===== config.mk =====
export PLATFORM = sky130hd
export DESIGN_NAME = ntc_tm_front
export DESIGN_NICKNAME = d
export VERILOG_FILES = /design/src/rtl/core/ntc_trimmed_mean_temperature_unit_macros.svh /design/src/rtl/core/ntc_tm_pkg.sv /design/src/rtl/core/ntc_tm_front.sv
export SDC_FILE = /design/constraint.sdc
export NUM_CORES = 1
export LEC_CHECK = 0
export ABC_AREA = 1
export BUFFER_PORTS_ARGS = -buffer_cell sky130_fd_sc_hd__buf_2
export CORE_ASPECT_RATIO = 1.4
export CORE_UTILIZATION = 40
export CTS_BUF_LIST = sky130_fd_sc_hd__clkbuf_16
export DETAILED_ROUTE_END_ITERATION = 8
export GPL_TIMING_DRIVEN = 1
export PLACE_DENSITY_LB_ADDON = 0.15
export SLEW_MARGIN = 5
export SYNTH_ARGS = -nofsm -noshare
export SYNTH_HDL_FRONTEND = slang
export SYNTH_SLANG_ARGS = --single-unit

===== constraint.sdc =====
create_clock -name clk -period 8.75 [get_ports clk]
set_input_delay 0.875 -clock clk [delete_from_list [all_inputs] [get_ports clk]]
set_output_delay 0.875 -clock clk [all_outputs]
set_load 0.05 [all_outputs]

===== src/rtl/core/ntc_trimmed_mean_temperature_unit_macros.svh =====
// ----------------------------------------------------------------------------
// NTC trimmed mean temperature unit assertion macros
// Shared concurrent assertion forms clocked on clk and disabled in reset.
// ----------------------------------------------------------------------------
`ifndef NTC_TRIMMED_MEAN_TEMPERATURE_UNIT_MACROS_SVH
`define NTC_TRIMMED_MEAN_TEMPERATURE_UNIT_MACROS_SVH

// Same-cycle implication.
`define NTC_ASSERT_IMPL(lbl, ante, cons, msg) \
  lbl: assert property (@(posedge clk) disable iff (rst) (ante) |-> (cons)) else $error(msg);

// Next-cycle implication.
`define NTC_ASSERT_NEXT(lbl, ante, cons, msg) \
  lbl: assert property (@(posedge clk) disable iff (rst) (ante) |=> (cons)) else $error(msg);

`endif


===== src/rtl/core/ntc_tm_pkg.sv =====
// ----------------------------------------------------------------------------
// NTC trimmed mean package
// Shared types and constants of the NTC trimmed mean temperature unit.
// ----------------------------------------------------------------------------
`default_nettype none

package ntc_tm_pkg;

  localparam logic [2:0] REG_FIXED_R = 3'd0;
  localparam logic [2:0] REG_REF_R   = 3'd1;
  localparam logic [2:0] REG_BETA    = 3'd2;
  localparam logic [2:0] REG_TREF    = 3'd3;
  localparam logic [2:0] REG_FS      = 3'd4;

  localparam logic [19:0] RESET_FIXED_R = 20'd10000;
  localparam logic [19:0] RESET_REF_R   = 20'd10000;
  localparam logic [15:0] RESET_BETA    = 16'd3950;
  localparam logic [15:0] RESET_TREF    = 16'd29815;
  localparam logic [12:0] RESET_FS      = 13'd4095;

  localparam logic [31:0]        LN2_Q32        = 32'd2977044472;
  localparam logic [16:0]        KELVIN_OFFSET  = 17'd27315;
  localparam logic [16:0]        Q_LIMIT        = 17'd60082;
  localparam logic signed [15:0] INVALID_TEMP   = -16'sd9900;
  localparam logic signed [15:0] TEMP_MAX       = 16'sd32767;

  typedef struct packed {
    logic [19:0] fixed_r;
    logic [19:0] ref_r;
    logic [15:0] beta;
    logic [15:0] tref;
    logic [12:0] full_scale;
  } cfg_t;

  typedef struct packed {
    logic full;
    logic empty;
  } q_status_t;

endpackage

`default_nettype wire


===== src/rtl/core/ntc_tm_front.sv =====
// ----------------------------------------------------------------------------
// NTC trimmed mean front part
// Accepts samples, tracks the group minimum, maximum and sum, and queues the
// trimmed sum of each finished group.
// ----------------------------------------------------------------------------
`default_nettype none

module ntc_tm_front #(
  parameter int GROUP_SIZE = 8,
  parameter int ADC_BITS   = 12,
  parameter int SW         = 15
) (
  input  wire logic                  clk,
  input  wire logic                  rst,
  input  wire logic                  in_valid,
  output logic                       in_stall,
  input  wire logic [11:0]           sample_code,
  input  wire ntc_tm_pkg::q_status_t q_status,
  output logic                       push,
  output logic [SW-1:0]              push_data
);
  import ntc_tm_pkg::*;

  localparam int CNTW = $clog2(GROUP_SIZE);

  logic [CNTW-1:0]     sample_count;
  logic [ADC_BITS-1:0] running_min;
  logic [ADC_BITS-1:0] running_max;
  logic [SW-1:0]       running_sum;

  logic [15:0]         samp_wide;
  logic [ADC_BITS-1:0] v;
  logic [ADC_BITS-1:0] min_next;
  logic [ADC_BITS-1:0] max_next;
  logic [SW-1:0]       sum_next;
  logic                accept;
  logic                last;

  assign samp_wide = {4'b0, sample_code};
  assign v         = samp_wide[ADC_BITS-1:0];
  assign in_stall  = q_status.full;
  assign accept    = in_valid && !in_stall;
  assign last      = (sample_count == CNTW'(GROUP_SIZE - 1));
  assign min_next  = (v < running_min) ? v : running_min;
  assign max_next  = (v > running_max) ? v : running_max;
  assign sum_next  = running_sum + SW'(v);
  assign push      = accept && last;
  assign push_data = sum_next - SW'(min_next) - SW'(max_next);

  always_ff @(posedge clk) begin
    if (rst) begin
      sample_count <= '0;
      running_min  <= '1;
      running_max  <= '0;
      running_sum  <= '0;
    end else if (accept) begin
      if (last) begin
        sample_count <= '0;
        running_min  <= '1;
        running_max  <= '0;
        running_sum  <= '0;
      end else begin
        sample_count <= sample_count + CNTW'(1);
        running_min  <= min_next;
        running_max  <= max_next;
        running_sum  <= sum_next;
      end
    end
  end

endmodule

`default_nettype wire


== After elaboration in Yosys (flattened, before gate mapping) ==
Cells that the tools add are included.

* Bits in registers: 42
* Logic and storage cells: 20
* Input bits: 17
* Output and inout port bits: 17

* Magnitude comparators: 2
* Reduce and logical (&&, ||, !) cells: 3
* Add/subtract/negate cells: 4
* Multiplexer cells: 6
* Equality and inequality tests: 1

{| class="wikitable"
|+ Operator list
! kind !! number
|-
| $mux W12 || 4
|-
| $sub A15 B12 Y15 || 2
|-
| $add A15 B12 Y15 || 1
|-
| $mux W15 || 1
|-
| $gt A12 B12 Y1 || 1
|-
| $lt A12 B12 Y1 || 1
|-
| $add A3 B1 Y3 const B || 1
|-
| $eq A3 B3 Y1 const B || 1
|-
| $mux W3 || 1
|-
| $logic_and A1 B1 Y1 || 2
|-
| $logic_not A1 Y1 || 1
|}

== Depth between registers and ports, before layout ==
* Depth after elaboration: 4
* Mapped depth: 25
* Mapped depth without buffers: 24

== Least setup slack after synthesis ==
Ideal clock, no wire load.

* Path type: in2out
* Start point: input port sample_code[9]
* End point: output port push_data[8]
* Path buffers: 1
* Data arrival time: 4.146 ns
* Stages: 17
* Path slack: 3.729 ns
* Cell sequence: ha_1 nand2_1 inv_1 nor2_1 o21ai_0 a21oi_2 buf_2 nand3_1 and2_1 ha_1 fa_1 inv_1 nand3_1 nand2_1 a21oi_1 o21ai_0 xor2_1

* Cells in the longest elaborated chain, start to end: 4

{| class="wikitable"
|+ RTL lines
! what !! RTL line !! text
|-
| from (decl) || ntc_tm_front.sv:17 || <nowiki>input wire logic [11:0] sample_code,</nowiki>
|-
| $lt A12 B12 Y1 || ntc_tm_front.sv:44 || <nowiki>assign min_next = (v < running_min) ? v : running_min;</nowiki>
|-
| $mux W12 || ntc_tm_front.sv:44 ||
|-
| $sub A15 B12 Y15 || ntc_tm_front.sv:48 || <nowiki>assign push_data = sum_next - SW'(min_next) - SW'(max_next);</nowiki>
|-
| $sub A15 B12 Y15 (*) || ntc_tm_front.sv:48 ||
|-
| to (decl) || ntc_tm_front.sv:20 || <nowiki>output logic [SW-1:0] push_data</nowiki>
|}

Every way passes the cells marked *; elsewhere a longest branch is shown, timed or not.

== Worst setup path after layout ==
* Start point: input port sample_code[11]
* End point: output port push_data[10]

The elaborated chain is that of the path after synthesis.

==> results.cfg <==
[outcome]
status = finished, final reports clean

[pwr]
ir_worst_vdd_mv = 0.240
p_seq_share_pct = 17.0
leakage_nw = 2.36
clkPwrFrac_pct = 17.4
power_mw = 1.23
p_comb_share_pct = 65.6
power.internal_mw = 0.561
power_density_mw_per_mm2 = 271
p_sw_share_pct = 54.5
p_sw_mw = 0.673

[sta]
setup_viol = 0
drv_slew = 0
worst_pin_slew_ns = 0.975
fin_tns_setup_ns = 0
relSlewSlack_pct = 34.5
clock.fmax_ghz = 0.177
clock_skew_ns = 0.00862
rsz0062_at_grt = false
post-route-min-period_ns = 5.64
hold_viol_final = 0
finalWorstSetupSlack_ns = 3.11
finalCritPeriodShare_pct = 64.5

[cts]
ctsHoldBuffers = 0
cts_tree = yes
cts_sinks = 42
cts_setup_buffers = 0
cts_root_buf = clkbuf_16
clk_latency_ns = 0.29
cts_buffer_depth = 2
clk_pin_slew_worst_paths_ns = 0.07
cts_buffers = 5
cts_htree_levels = 2
ctsResizeCount = 0

[grt]
track_usage_pct = 21.8
grt_start_max_net_pins = 56
antenna_found_initial = 0
busiest_layer = met2
overflow = 0
grt_pass1_vias = 3778
grt_pass1_wl_mm = 18.0
grtUsageMet3_pct = 1.95
grtUsageMet2_pct = 37.8
grtUsageMet1_pct = 25.4

[placed_design]
dp_hpwl_mm = 8.54
io_buffers = 32
place_congestion = 0.816
place_ws_ns = 3.11
dp.cells = 783

[logic_synthesis]
synth_top_cell_by_area = dfxtp_1
syn_inst = 634
synth_flop_cell = dfxtp_1
synthTopCellsByArea = dfxtp_1 20%, nand2_1 15%, ha_1 15%, inv_1 8.2%, nand3_1 7.9%
synth_async_sr_flop_share_pct = 0
synth_cell_types = 34
syn-num-nets = 714
yosysSeqAreaShare_pct = 20.2
synth_edf_count = 0
ys_seq_elements = 42
synth.yosys.warnings = 0
synth_top_area_share_pct = 20.2
avgSynthCellArea_um2 = 6.57
netlist_area_mm2 = 0.00416

[floorplanning]
start_util_pct = 41.6
dieArea_mm2 = 0.0108
top_level_ports = 34
core_mm2 = 0.0100
die_h_um = 123
rows = 43
dieWidth_um = 88.2

[worst_hold_path]
min_to = running_max[10]
hp-start = running_max[10]
min_path_cells = 2
hold_class = flip-flop to flip-flop

[critical_path]
worst-r2r-setup-slack_ns = 6.43
start_kind = primary input
crit_chain = buf_2 > ha_1 > nand2_2 > nor2_4 > nand3_1 > nand2_2 > nand2_2 > and2_1 > ha_1 > fa_1 > inv_1 > nand3_1 > nand2_1 > a21oi_1 > o21ai_0 > nand3_1 > nand2_1 > nand2_1 > nand2_1 > buf_2
crit_path_end_kind = output port
critPathRequiredTime_ns = 7.88
cpMaxStageDelayCell = nand2_2
arrival_ns = 4.77
reg2reg_to = running_max[4]
crit_top_cell = nand2_1
path_class = primary input to output port
path_max_fanout = 13
reg2reg_from = running_max[11]
cpPeakStageDelay_ns = 0.52
r2r_cells = 9
cp_top_family = simple AND/OR/NAND/NOR gates
critical_path_buf_inv_count = 3

[cells_and_area]
diodes = 0
layout.nets = 735
final_cell_count_no_fill = 791
area_growth_pct = 9.50
drive_above_1_share_pct = 9.30
fillerInstances = 1107

[detailed_routing]
detail_route.wl_per_cell_um = 13.6
vias = 3926
via_per_inst = 4.96
drt_iter0_drc = 138
routed_wl_mm = 10.8
firstDrtPassIters = 4
drtAntennaViolNets = 0
drc_errors = 0

[run]
max_cap_violations = 0
==> logic make-up after synthesis <==
logic type / after synthesis / synth area share (%)
flops: 42 / 20.2
simple gates: 303 / 32.0
xor+xnor: 15 / 3.16
fa+ha+maj: 63 / 21.3
compound gates: 100 / 12.6
buf+inv: 111 / 10.8
==> cells in the final DEF, fill, tap and decap left out, types with 10 or more instances in the layout <==
master and count:
o21ai_1 12, dfxtp_1 42, nor2_1 29, nand2_2 13, xor2_1 10, fa_1 13, nand3_1 66, inv_1 92
o21ai_0 14, nand2_1 171, a21oi_1 64, and2_1 10, buf_2 32, ha_1 50
==> worst max path at each step <==
stage	startpoint	endpoint	slack [ns]	depth (start not counted)
finish	sample_code[11]	push_data[10]	3.11	20
global route	sample_code[5]	push_data[10]	2.63	19
CTS	sample_code[11]	push_data[10]	3.09	20
detailed placement	sample_code[11]	push_data[10]	3.11	20
global placement	sample_code[11]	push_data[10]	3.14	20
floorplan	sample_code[9]	push_data[8]	3.73	17
==> flip-flops by register name, summed over array words and instances, names as in the netlist <==
name          flops
running_max      12
running_min      12
running_sum      15
sample_count      3
==> routing by layer <==
metal / vias up / share of wire, % / routed length [um]
met5: - / 0 / 0
met4: 0 / 6.2 / 668
met3: 27 / 2.2 / 233
met2: 68 / 49 / 5280
met1: 1750 / 43 / 4580
li1: 2081 / - / -
==> cell type report <==
class	instances	area, um2	share of cell area [%]
Clock buffer	5	125	2.74
Sequential cell	42	841	18.4
Multi-Input combinational cell	481	2870	63.0
Clock inverter	3	41.3	0.906
Tap cell	135	169	3.71
Timing Repair Buffer	32	160	3.51
Inverter	93	349	7.66
==> cells in the mapped netlist, types with 8 or more instances <==
master    number
a21oi_1       64
and2_1        10
clkbuf_1       8
dfxtp_1       42
fa_1          13
ha_1          50
inv_1         91
nand2_1      171
nand2_2       13
nand3_1       66
nor2_1        29
o21ai_0       15
o21ai_1       11
xor2_1        10
==> worst register-to-register path, stage by stage, from the launching register on <==
cell     delay (ns)
dfxtp_1        0.34
inv_1          0.06
ha_1           0.30
nand2_2        0.08
nor2_4         0.14
nand3_1        0.44
nand2_2        0.52
nand2_2        0.11
nand3_1        0.11
a21oi_1        0.07
==> stage by stage <==
| step | hold slack, ns | utilization, % | area [um2] |
|---|---|---|---|
| 6_report | 0.467 | 45.5 | 4560 |
| 5_1_grt | 0.490 | 45.5 | 4560 |
| 4_1_cts | 0.468 | 45.5 | 4560 |
| 3_5_place_dp | 0.454 | 43.9 | 4390 |
| 3_3_place_gp | 0.450 | 43.9 | 4390 |
| 2_1_floorplan | 0.437 | - | 4160 |
==> power groups by stage <==
stage                     Combinational (mW)  Sequential, mW  Clock [mW]
final                                  0.809           0.210       0.215
after global placement                 0.811           0.214           0
after floorplan                        0.658           0.213           0
after global routing                   0.896           0.212       0.225
after CTS                              0.817           0.210       0.220
after detailed placement               0.814           0.215           0
Note: power is estimated with default switching activity, not from simulation.
