File: src/rtl/core/ntc_trimmed_mean_temperature_unit_macros.svh
// ----------------------------------------------------------------------------
// NTC trimmed mean temperature unit assertion macros
// Shared concurrent assertion forms clocked on clk and disabled in reset.
// ----------------------------------------------------------------------------
`ifndef NTC_TRIMMED_MEAN_TEMPERATURE_UNIT_MACROS_SVH
`define NTC_TRIMMED_MEAN_TEMPERATURE_UNIT_MACROS_SVH

// Same-cycle implication.
`define NTC_ASSERT_IMPL(lbl, ante, cons, msg) \
  lbl: assert property (@(posedge clk) disable iff (rst) (ante) |-> (cons)) else $error(msg);

// Next-cycle implication.
`define NTC_ASSERT_NEXT(lbl, ante, cons, msg) \
  lbl: assert property (@(posedge clk) disable iff (rst) (ante) |=> (cons)) else $error(msg);

`endif

File: src/rtl/core/ntc_tm_pkg.sv
// ----------------------------------------------------------------------------
// NTC trimmed mean package
// Shared types and constants of the NTC trimmed mean temperature unit.
// ----------------------------------------------------------------------------
`default_nettype none

package ntc_tm_pkg;

  localparam logic [2:0] REG_FIXED_R = 3'd0;
  localparam logic [2:0] REG_REF_R   = 3'd1;
  localparam logic [2:0] REG_BETA    = 3'd2;
  localparam logic [2:0] REG_TREF    = 3'd3;
  localparam logic [2:0] REG_FS      = 3'd4;

  localparam logic [19:0] RESET_FIXED_R = 20'd10000;
  localparam logic [19:0] RESET_REF_R   = 20'd10000;
  localparam logic [15:0] RESET_BETA    = 16'd3950;
  localparam logic [15:0] RESET_TREF    = 16'd29815;
  localparam logic [12:0] RESET_FS      = 13'd4095;

  localparam logic [31:0]        LN2_Q32        = 32'd2977044472;
  localparam logic [16:0]        KELVIN_OFFSET  = 17'd27315;
  localparam logic [16:0]        Q_LIMIT        = 17'd60082;
  localparam logic signed [15:0] INVALID_TEMP   = -16'sd9900;
  localparam logic signed [15:0] TEMP_MAX       = 16'sd32767;

  typedef struct packed {
    logic [19:0] fixed_r;
    logic [19:0] ref_r;
    logic [15:0] beta;
    logic [15:0] tref;
    logic [12:0] full_scale;
  } cfg_t;

  typedef struct packed {
    logic full;
    logic empty;
  } q_status_t;

endpackage

`default_nettype wire

File: src/rtl/core/ntc_tm_queue.sv
// ----------------------------------------------------------------------------
// NTC trimmed mean job queue
// Two-entry queue of trimmed group sums between the front and back parts.
// ----------------------------------------------------------------------------
`default_nettype none

module ntc_tm_queue #(
  parameter int WIDTH = 15
) (
  input  wire logic                  clk,
  input  wire logic                  rst,
  input  wire logic                  push,
  input  wire logic [WIDTH-1:0]      push_data,
  input  wire logic                  pop,
  output logic [WIDTH-1:0]           pop_data,
  output ntc_tm_pkg::q_status_t      status
);
  import ntc_tm_pkg::*;

  logic [WIDTH-1:0] entries [2];
  logic             wr_ptr;
  logic             rd_ptr;
  logic [1:0]       count;

  assign status.full  = (count == 2'd2);
  assign status.empty = (count == 2'd0);
  assign pop_data     = entries[rd_ptr];

  always_ff @(posedge clk) begin
    if (push) begin
      entries[wr_ptr] <= push_data;
    end
  end

  always_ff @(posedge clk) begin
    if (rst) begin
      wr_ptr <= 1'b0;
      rd_ptr <= 1'b0;
      count  <= 2'd0;
    end else begin
      if (push) begin
        wr_ptr <= ~wr_ptr;
      end
      if (pop) begin
        rd_ptr <= ~rd_ptr;
      end
      case ({push, pop})
        2'b10:   count <= count + 2'd1;
        2'b01:   count <= count - 2'd1;
        default: count <= count;
      endcase
    end
  end

endmodule

`default_nettype wire

File: config.mk
export PLATFORM = sky130hd
export DESIGN_NAME = ntc_tm_queue
export DESIGN_NICKNAME = d
export VERILOG_FILES = /design/src/rtl/core/ntc_trimmed_mean_temperature_unit_macros.svh /design/src/rtl/core/ntc_tm_pkg.sv /design/src/rtl/core/ntc_tm_queue.sv
export SDC_FILE = /design/constraint.sdc
export NUM_CORES = 1
export LEC_CHECK = 0
export BUFFER_PORTS_ARGS = -buffer_cell sky130_fd_sc_hd__clkbuf_2
export CORE_UTILIZATION = 57
export CTS_BUF_LIST = sky130_fd_sc_hd__clkbuf_2 sky130_fd_sc_hd__clkbuf_4 sky130_fd_sc_hd__clkbuf_8
export DETAILED_ROUTE_END_ITERATION = 10
export PLACE_DENSITY = 0.91
export SYNTH_ARGS = -nofsm -noshare
export SYNTH_HDL_FRONTEND = slang
export SYNTH_SLANG_ARGS = --single-unit
File: constraint.sdc
create_clock -name clk -period 3.5 [get_ports clk]
set_input_delay 0 -clock clk [delete_from_list [all_inputs] [get_ports clk]]
set_output_delay 0 -clock clk [all_outputs]
set_load 0.02 [all_outputs]
## Yosys cells after proc, flatten, opt, wreduce, memory -nomap -nowiden

Memories as Yosys holds them, arrays and structs flattened. A register that Yosys moved wholly into a read port is not among the register bits.
Cells that the tools add are included.

- Register bits: 4
- Bits in writable memories: 30
- Output and inout bits: 17
- Memories kept: 1

Memories:

| name | depth | bits a word | read ports | clocked after Yosys merged registers in | write ports | line | RTL |
|---|---|---|---|---|---|---|---|
| entries | 2 | 15 | 1 | 1 | 1 | ntc_tm_queue.sv:20 | `logic [WIDTH-1:0] entries [2];` |

- $add $sub $neg: 2
- Equal/unequal tests: 3
- Multiplexer cells: 5
- Bitwise operators: 2
- Reductions and logical operators: 2

Operators by type and width:

| cell | count |
|---|---|
| 2-bit equality test, second input constant | 2 |
| 1-bit 2-to-1 mux | 4 |
| 2-bit one-hot mux with 2 select lines | 1 |
| 2-bit by 1-bit adder with 2-bit output, second input constant | 1 |
| 2-bit by 1-bit equality test with 1-bit output, second input constant | 1 |
| 2-bit zero test | 1 |
| 1-bit NOT | 2 |
| 2-bit nonzero test | 1 |
| 2-bit by 1-bit subtractor with 2-bit output, second input constant | 1 |

## Logic depth before layout (Yosys ltp)

Gate-level depths: netlist of run 1.

- Word-level depth: 3
- Mapped depth: 5

## Worst setup path before layout of run 1

Ideal clock, no wire load.

- Kind: reg-to-reg
- Start point: register wr_ptr
- End point: memory entries[0][0] (enable)
- Setup time: 386 ps
- Data arrival time: 983 ps
- Path slack: 2130 ps
- Cell stages (with the launch flop): 2
- Period minus slack after synthesis: 1370 ps
- Cell sequence: dfxtp_1 > nor2_1

RTL lines:

| element | line | RTL |
|---|---|---|
| start: declaration | ntc_tm_queue.sv:21 | `logic wr_ptr;` |
| start signal: assignment | ntc_tm_queue.sv:42 | `wr_ptr <= ~wr_ptr;` |
| end: declaration | ntc_tm_queue.sv:20 |  |

Straight into the memory's write port.

## Worst setup path after layout of run 1

- Start point: input port push
- End point: memory entries[0][6] (enable)

- Longest elaborated chain between the ends: 2

RTL lines:

| element | line | RTL |
|---|---|---|
| start: declaration | ntc_tm_queue.sv:12 | `input wire logic push,` |
| 1-bit 2-to-1 mux | ntc_tm_queue.sv:30 | `if (push) begin` |
| 1-bit 2-to-1 mux (implied by the code) | ntc_tm_queue.sv:31 | `entries[wr_ptr] <= push_data;` |

No other way between the ends.

==> flow_summary_export.csv, run 1 <==
group,metric,value,unit
die,row_count,16,
synth,yosysSeqAreaShare,77.9,%
final_layout,nNetsFinal,147,
synth,yosys_warnings,0,
min_path,min_path_type,"in -> reg",
pwr,cellPowerDensity,498,nW/um^2
clocking,cts_sinks,35,
die,die_h,49.5,um
routing,first_pass_iters,3,
placement,io_buffer_count,35,
synth,yosys_register_bits,35,
global_routing,grt.overflow.total,0,
routing,drt_iter0_drc,3,
pwr,ir_drop,504,uV
synth,synth_area_per_cell,18.6,um^2
global_routing,grt_max_degree,16,
sta,setup_tns,0,ns
routing,drcViolationCount,0,
synth,synth_cell_types,14,
global_routing,grt_usage,23.4,%
final_layout,fillCellCount,110,
synth,syn-instance-count,69,
die,die_x,49.5,um
pwr,leakage,0.685,nW
routing,totalWireLength,2500,um
global_routing,grt_antenna_before_repair,0,
final_layout,drive_above_1_share,46.1,%
clocking,clock_path_buffers,2,
routing,wire_per_inst,16.1,um
sta,worstMarginPinSlew,1.20,ns
synth,synth_top_area_cell,"edfxtp_1",
die,core,2040,um^2
synth,syn_nets,89,
status,status,"finished, final reports clean",
synth,yosysTopAreaCellShare,70.1,%
sta,hold_slack,0.400,ns
global_routing,grt_pass1_vias,833,
clocking,tritoncts,"yes",
sta,hold_violations,0,
sta,finalClockSkew,0.00762,ns
setup_path,critPathKind,"in -> reg",
clocking,cts_resized,0,
clocking,clk_latency,0.32,ns
die,die_area,2450,um^2
setup_path,path_max_fanout,15,
setup_path,endpoint_kind,"register",
routing,drtAntennaViolNets,0,
routing,vias,778,
setup_path,slowest_delay,0.90,ns
sta,post-route-period-util,47.5,%
run,drv_cap,0,
clocking,root_buffer,"clkbuf_4",
sta,post-route-min-period,1.66,ns
sta,max_freq,601,MHz
final_layout,syn2layout_area_growth,34.5,%
global_routing,grt_pass1_wl,3810,um
placement,dp_hpwl,1550,um
routing,via_per_inst,5.02,
sta,finalSetupViolCount,0,
final_layout,antenna_cells,0,
sta,slew_viol_final,0,
setup_path,worst_ep_arrival_time,1.60,ns
clocking,cts.clk_slew.worst_paths,0.10,ns
setup_path,path_cells,"dlygate4sd3_1 -> clkbuf_2 -> inv_1 -> nor2_1",
sta,maxSlewHeadroom,19.9,%
setup_path,cp-start-kind,"input pin",
die,ioPinCount,36,
setup_path,required,3.44,ns
synth,synthTopCellsByArea,"edfxtp_1 70%, mux2_2 13%, dfxtp_1 7.8%, xnor2_1 2.0%, nor2_1 1.8%",
setup_path,crit_slowest_cell,"nor2_1",
synth,synth.cell_area,1280,um^2
die,initial_core_util,62.9,%
sta,rsz0062_at_grt,"false",
placement,gp_congestion,0.635,
clocking,cts_buffers,5,
clocking,h-tree-depth,2,
## worst paths after layout
path,startpoint,to,slack [ns],cells after the start
worst max-delay path,push,entries[0][6],1.84,4
worst min-delay path,push_data[13],entries[0][13],0.40,2
worst max register to register,wr_ptr,entries[0][6],1.86,1
worst min register to register,count[1],count[1],0.53,2
## state kept, by name (all words and copies together) (netlist names), named ones only
name and flops:
count 2, wr_ptr 1, rd_ptr 1, entries 30
## report_power, final
| group | total (W) | switching [W] | internal [W] |
|---|---|---|---|
| Clock | 0.000225 | 0.000120 | 0.000105 |
| Combinational | 0.000136 | 0.0000718 | 0.0000638 |
| Sequential | 0.000501 | 0.0000173 | 0.000484 |
## final cells by class
class                      count  area (um^2)  area share [%]
inverter                       1         3.75           0.217
clock inverter                 1         5.00           0.290
sequential                    35         1000            57.9
multi-input combinational     31          270            15.6
timing repair buffer          53          355            20.6
clock buffer                   7         58.8            3.40
tap                           27         33.8            1.96
## worst max-delay path, delay by kind of cell
kind                   cells  cell delay, ns
and+or+nand+nor            1            0.90
buffers and inverters      3            0.71
## per-layer routing
| layer | part of all wire (%) | vias up | track usage (%) |
|---|---|---|---|
| li1 | - | 371 | - |
| met1 | 35 | 370 | 20.9 |
| met2 | 57 | 29 | 42.9 |
| met3 | 4.9 | 8 | 10.2 |
| met4 | 2.8 | 0 | 13.3 |
| met5 | 0 | - | 0 |
## cell usage in the layout, fill, tap and decap left out, types with 3 or more instances in the layout
| master | synthesis | final |
|---|---|---|
| clkbuf_2 | 0 | 35 |
| clkbuf_4 | 0 | 6 |
| dfxtp_1 | 5 | 5 |
| dlygate4sd3_1 | 0 | 18 |
| edfxtp_1 | 30 | 30 |
| mux2_2 | 15 | 15 |
| nor2_1 | 6 | 6 |
| xnor2_1 | 3 | 3 |
## stage by stage
step	power [W]	cells	setup WS, ns	util (%)	instance area (um^2)
after detailed placement	0.000629	129	1.82	72.7	1480
after CTS	0.000865	155	1.79	84.6	1730
final	0.000861	155	1.84	84.6	1730
after global placement	0.000622	129	1.95	72.7	1480
after global routing	0.000895	155	1.71	84.6	1730
after floorplan	0.000584	69	2.13	-	1280
## cells in the mapped netlist
master and n:
or3_1 1, xor2_1 1, nor2_1 6, ha_1 1
a21oi_1 1, dfxtp_1 5, o21ai_0 1, and2b_2 1
mux2_2 15, xnor2_1 3, edfxtp_1 30, inv_1 1
and2_1 1, buf_2 2
## kinds of logic (layout without fill, tap and decap cells)
kind of cell               after synthesis  count (layout)  synth area share (%)
AOI/OAI and AO/OA                        2               2                 0.778
buffers and inverters                    3              62                  1.07
adders and majority gates                1               1                 0.974
muxes                                   15              15                  13.1
and+or+nand+nor                          9               9                  3.41
xor gates and xnor gates                 4               4                  2.73
DFF                                     35              35                  77.9
## repair_timing
| action | CTS | global route |
|---|---|---|
| endpoints found under the hold margin | 35 | 0 |
| endpoints found under the setup margin | 0 | 0 |
| setup buffers | 0 | 0 |
| hold buffers | 18 | 0 |
Note: power is estimated with default switching activity, not from simulation.
==> inputs of run 2 (changes only) <==
ABC_AREA = 1   (was not set)
CORE_UTILIZATION = 48   (was 57)
PLACE_DENSITY = 0.82   (was 0.91)
clock period = 1.4 ns   (was 3.5 ns; I/O delays follow)
==> run 2 against run 1 <==
  * Cell area increased by 8.0%
  * Register-to-register slack got worse by 1.7 ns
  * Combinational power grew to 2.8 times the previous value
  * Sequential power increased by 140%
  * Area after synthesis increased by 6.1%
  * Via count increased by 7.2%
  * Final cell count rose by 13%
  * Clock skew shrank 0.0031 ns
  * Non-clock buffer count grew 6
==> flow_summary_export.csv, run 2 <==
group,metric,value,unit
sta,rsz0062_at_grt,"true",
global_routing,grt_usage,17.7,%
synth,synth_top_area_cell,"edfxtp_1",
sta,worstMarginPinSlew,0.272,ns
sta,worst_slack,0.0413,ns
final_layout,multiInputGateArea,305,um^2
clocking,h-tree-depth,2,
placement,dp_slack,0.311,ns
setup_path,endpoint_kind,"output pin",
sta,finalClockSkew,0.00450,ns
synth,yosys_register_bits,35,
routing,totalWireLength,2370,um
setup_path,required,1.40,ns
final_layout,antenna_cells,0,
placement,dp_hpwl,1500,um
clocking,root_buffer,"clkbuf_4",
pwr,pwr-share-comb,16.5,%
final_layout,syn2layout_area_growth,36.8,%
routing,first_pass_iters,4,
routing,drt_iter0_drc,16,
routing,drtAntennaViolNets,0,
pwr,p_int,0.00175,W
final_layout,fillCellCount,175,
final_layout,nNetsFinal,164,
global_routing,grt_max_degree,12,
final_layout,largest_reg_flops,30,
setup_path,slowest_delay,0.36,ns
pwr,cellPowerDensity,1230,nW/um^2
sta,slew_viol_final,0,
clocking,clk_latency,0.33,ns
sta,finalSetupViolCount,0,
clocking,tritoncts,"yes",
die,initial_core_util,52.7,%
sta,hold_slack,0.395,ns
clocking,cts_buffers,5,
global_routing,grt.overflow.total,0,
setup_path,critPathKind,"reg -> out",
placement,io_buffer_count,35,
synth,synth_edf_count,30,
synth,synth_area_per_cell,17.0,um^2
pwr,p_sw,0.000541,W
synth,yosysTopAreaCellShare,66.1,%
status,status,"finished, final reports clean",
synth,yosysMostFrequentCell,"edfxtp_1",
die,die_x,55.3,um
final_layout,drive_above_1_share,42.8,%
global_routing,grt_pass1_wl,3970,um
synth,syn-instance-count,80,
global_routing,grt_antenna_before_repair,0,
clocking,clock_path_buffers,2,
final_layout,regArea,1000,um^2
sta,post-route-min-period,1.36,ns
synth,syn_nets,100,
sta,hold_violations,0,
synth,synth_flop_cell,"edfxtp_1",
final_layout,regMostFlops,"entries",
final_layout,final_cell_mix,"35 x clkbuf_2, 30 x edfxtp_1, 19 x dlygate4sd3_1",
final_layout,final_area,1870,um^2
pwr,swShare,23.6,%
pwr,ir_drop,984,uV
clocking,cts.clk_slew.worst_paths,0.10,ns
routing,via_per_inst,4.77,
routing,vias,834,
final_layout,fin_util,72.0,%
pwr,pwr-share-clk,30.3,%
placement,gp_congestion,0.676,
die,core,2590,um^2
pwr,pwr-share-seq,53.2,%
sta,post-route-period-util,97.0,%
min_path,min_path_type,"in -> reg",
run,drv_cap,0,
sta,max_freq,736,MHz
die,die_area,3060,um^2
synth,synthTopCellsByArea,"edfxtp_1 66%, mux2_4 11%, dfxtp_1 7.3%, mux2_2 4.1%, nor2_1 2.8%",
routing,drcViolationCount,0,
setup_path,crit_slowest_cell,"dfxtp_1",
clocking,cts_setup_buffers,0,
clocking,cts_sinks,35,
final_layout,final_common_cell,"clkbuf_2",
die,row_count,18,
die,ioPinCount,36,
synth,synth_common_cells,"30 x edfxtp_1, 10 x mux2_4, 10 x nor2_1",
global_routing,grt_pass1_vias,885,
setup_path,cp-start-kind,"register",
die,die_h,55.3,um
synth,yosys_warnings,0,
setup_path,path_max_fanout,6,
setup_path,worst_ep_arrival_time,1.36,ns
sta,maxSlewHeadroom,81.8,%
routing,wire_per_inst,13.6,um
synth,synthArstFlopShare,0,%
final_layout,reg_top3,"entries (30), count (2)",
synth,yosysSeqAreaShare,73.4,%
synth,synth_cell_types,15,
setup_path,path_cells,"buf_4 -> mux2_2 -> clkbuf_2",
synth,synth.cell_area,1360,um^2
pwr,leakage,0.796,nW
placement,place_area,1600,um^2
==> run 2: cell count changes in the layout (fill, tap and decap cells not counted), moves of 2 or more <==
| cell | before | now |
|---|---|---|
| mux2_4 | 0 | 10 |
| buf_4 | 0 | 3 |
| nor2_1 | 6 | 10 |
| inv_1 | 1 | 7 |
| xnor2_1 | 3 | 1 |
| mux2_2 | 15 | 5 |
| nand2_1 | 0 | 5 |
==> run 2: worst paths after layout <==
path | startpoint | end | slack (ns) | cells past startpoint
setup / recovery | register | pop_data[9] | 0.04 | 3
setup reg to reg | rd_ptr | rd_ptr | 0.16 | 3
hold / removal | push_data[8] | entries[1][8] | 0.40 | 2
hold reg to reg | wr_ptr | wr_ptr | 0.53 | 2
==> run 2: power by group through the flow <==
| stage | sequential [W] | clock (W) | combinational [W] |
|---|---|---|---|
| final | 0.00122 | 0.000694 | 0.000379 |
| after global routing | 0.00123 | 0.000754 | 0.000408 |
| after CTS | 0.00122 | 0.000708 | 0.000379 |
| after detailed placement | 0.00124 | 0 | 0.000335 |
| after global placement | 0.00124 | 0 | 0.000323 |
| after floorplan | 0.00124 | 0 | 0.000231 |
==> run 2: metal layers <==
metal,vias up,GRT usage (%),wire length [um]
li1,412,-,-
met1,384,19.7,979
met2,34,29.8,1220
met3,4,6.56,143
met4,0,8.57,30
met5,-,0,0
==> run 2: cells by family (layout without fill, tap and decap cells) <==
logic type	Yosys count	after routing	share of synthesized area, %
DFF	35	35	73.4
AOI/OAI and AO/OA	2	2	0.733
adders and majority gates	1	1	0.917
and+or+nand+nor	17	17	4.95
buffers and inverters	9	74	4.22
muxes	15	15	15.1
xor gates and xnor gates	1	1	0.642
==> run 2: worst max-delay path: cells and delay by family, from the launching register on <==
kind / cells / cell delay (ns)
buffers and inverters: 2 / 0.33
muxes: 1 / 0.35
DFF: 1 / 0.36
==> run 2: metrics by stage <==
stage          TNS [ns]  power, W  std cells
2_1_floorplan         0   0.00147         80
4_1_cts               0   0.00231        175
6_report              0   0.00229        175
5_1_grt         -0.0584   0.00239        175
3_5_place_dp          0   0.00158        148
3_3_place_gp          0   0.00156        148
==> run 2: what timing repair did <==
action	in CTS	in global routing
endpoints found under the hold margin	35	0
gates resized for setup	0	1
endpoints found under the setup margin	0	9
hold buffers	19	0
==> run 2: layout make-up <==
cell class / instances / area share [%]
flip-flops and latches: 35 / 53.7
repair buffers: 59 / 22.5
multi-input cells: 36 / 16.4
clock inverters: 3 / 2.08
clock buffers: 5 / 2.01
well taps: 30 / 2.01
inverters: 7 / 1.41
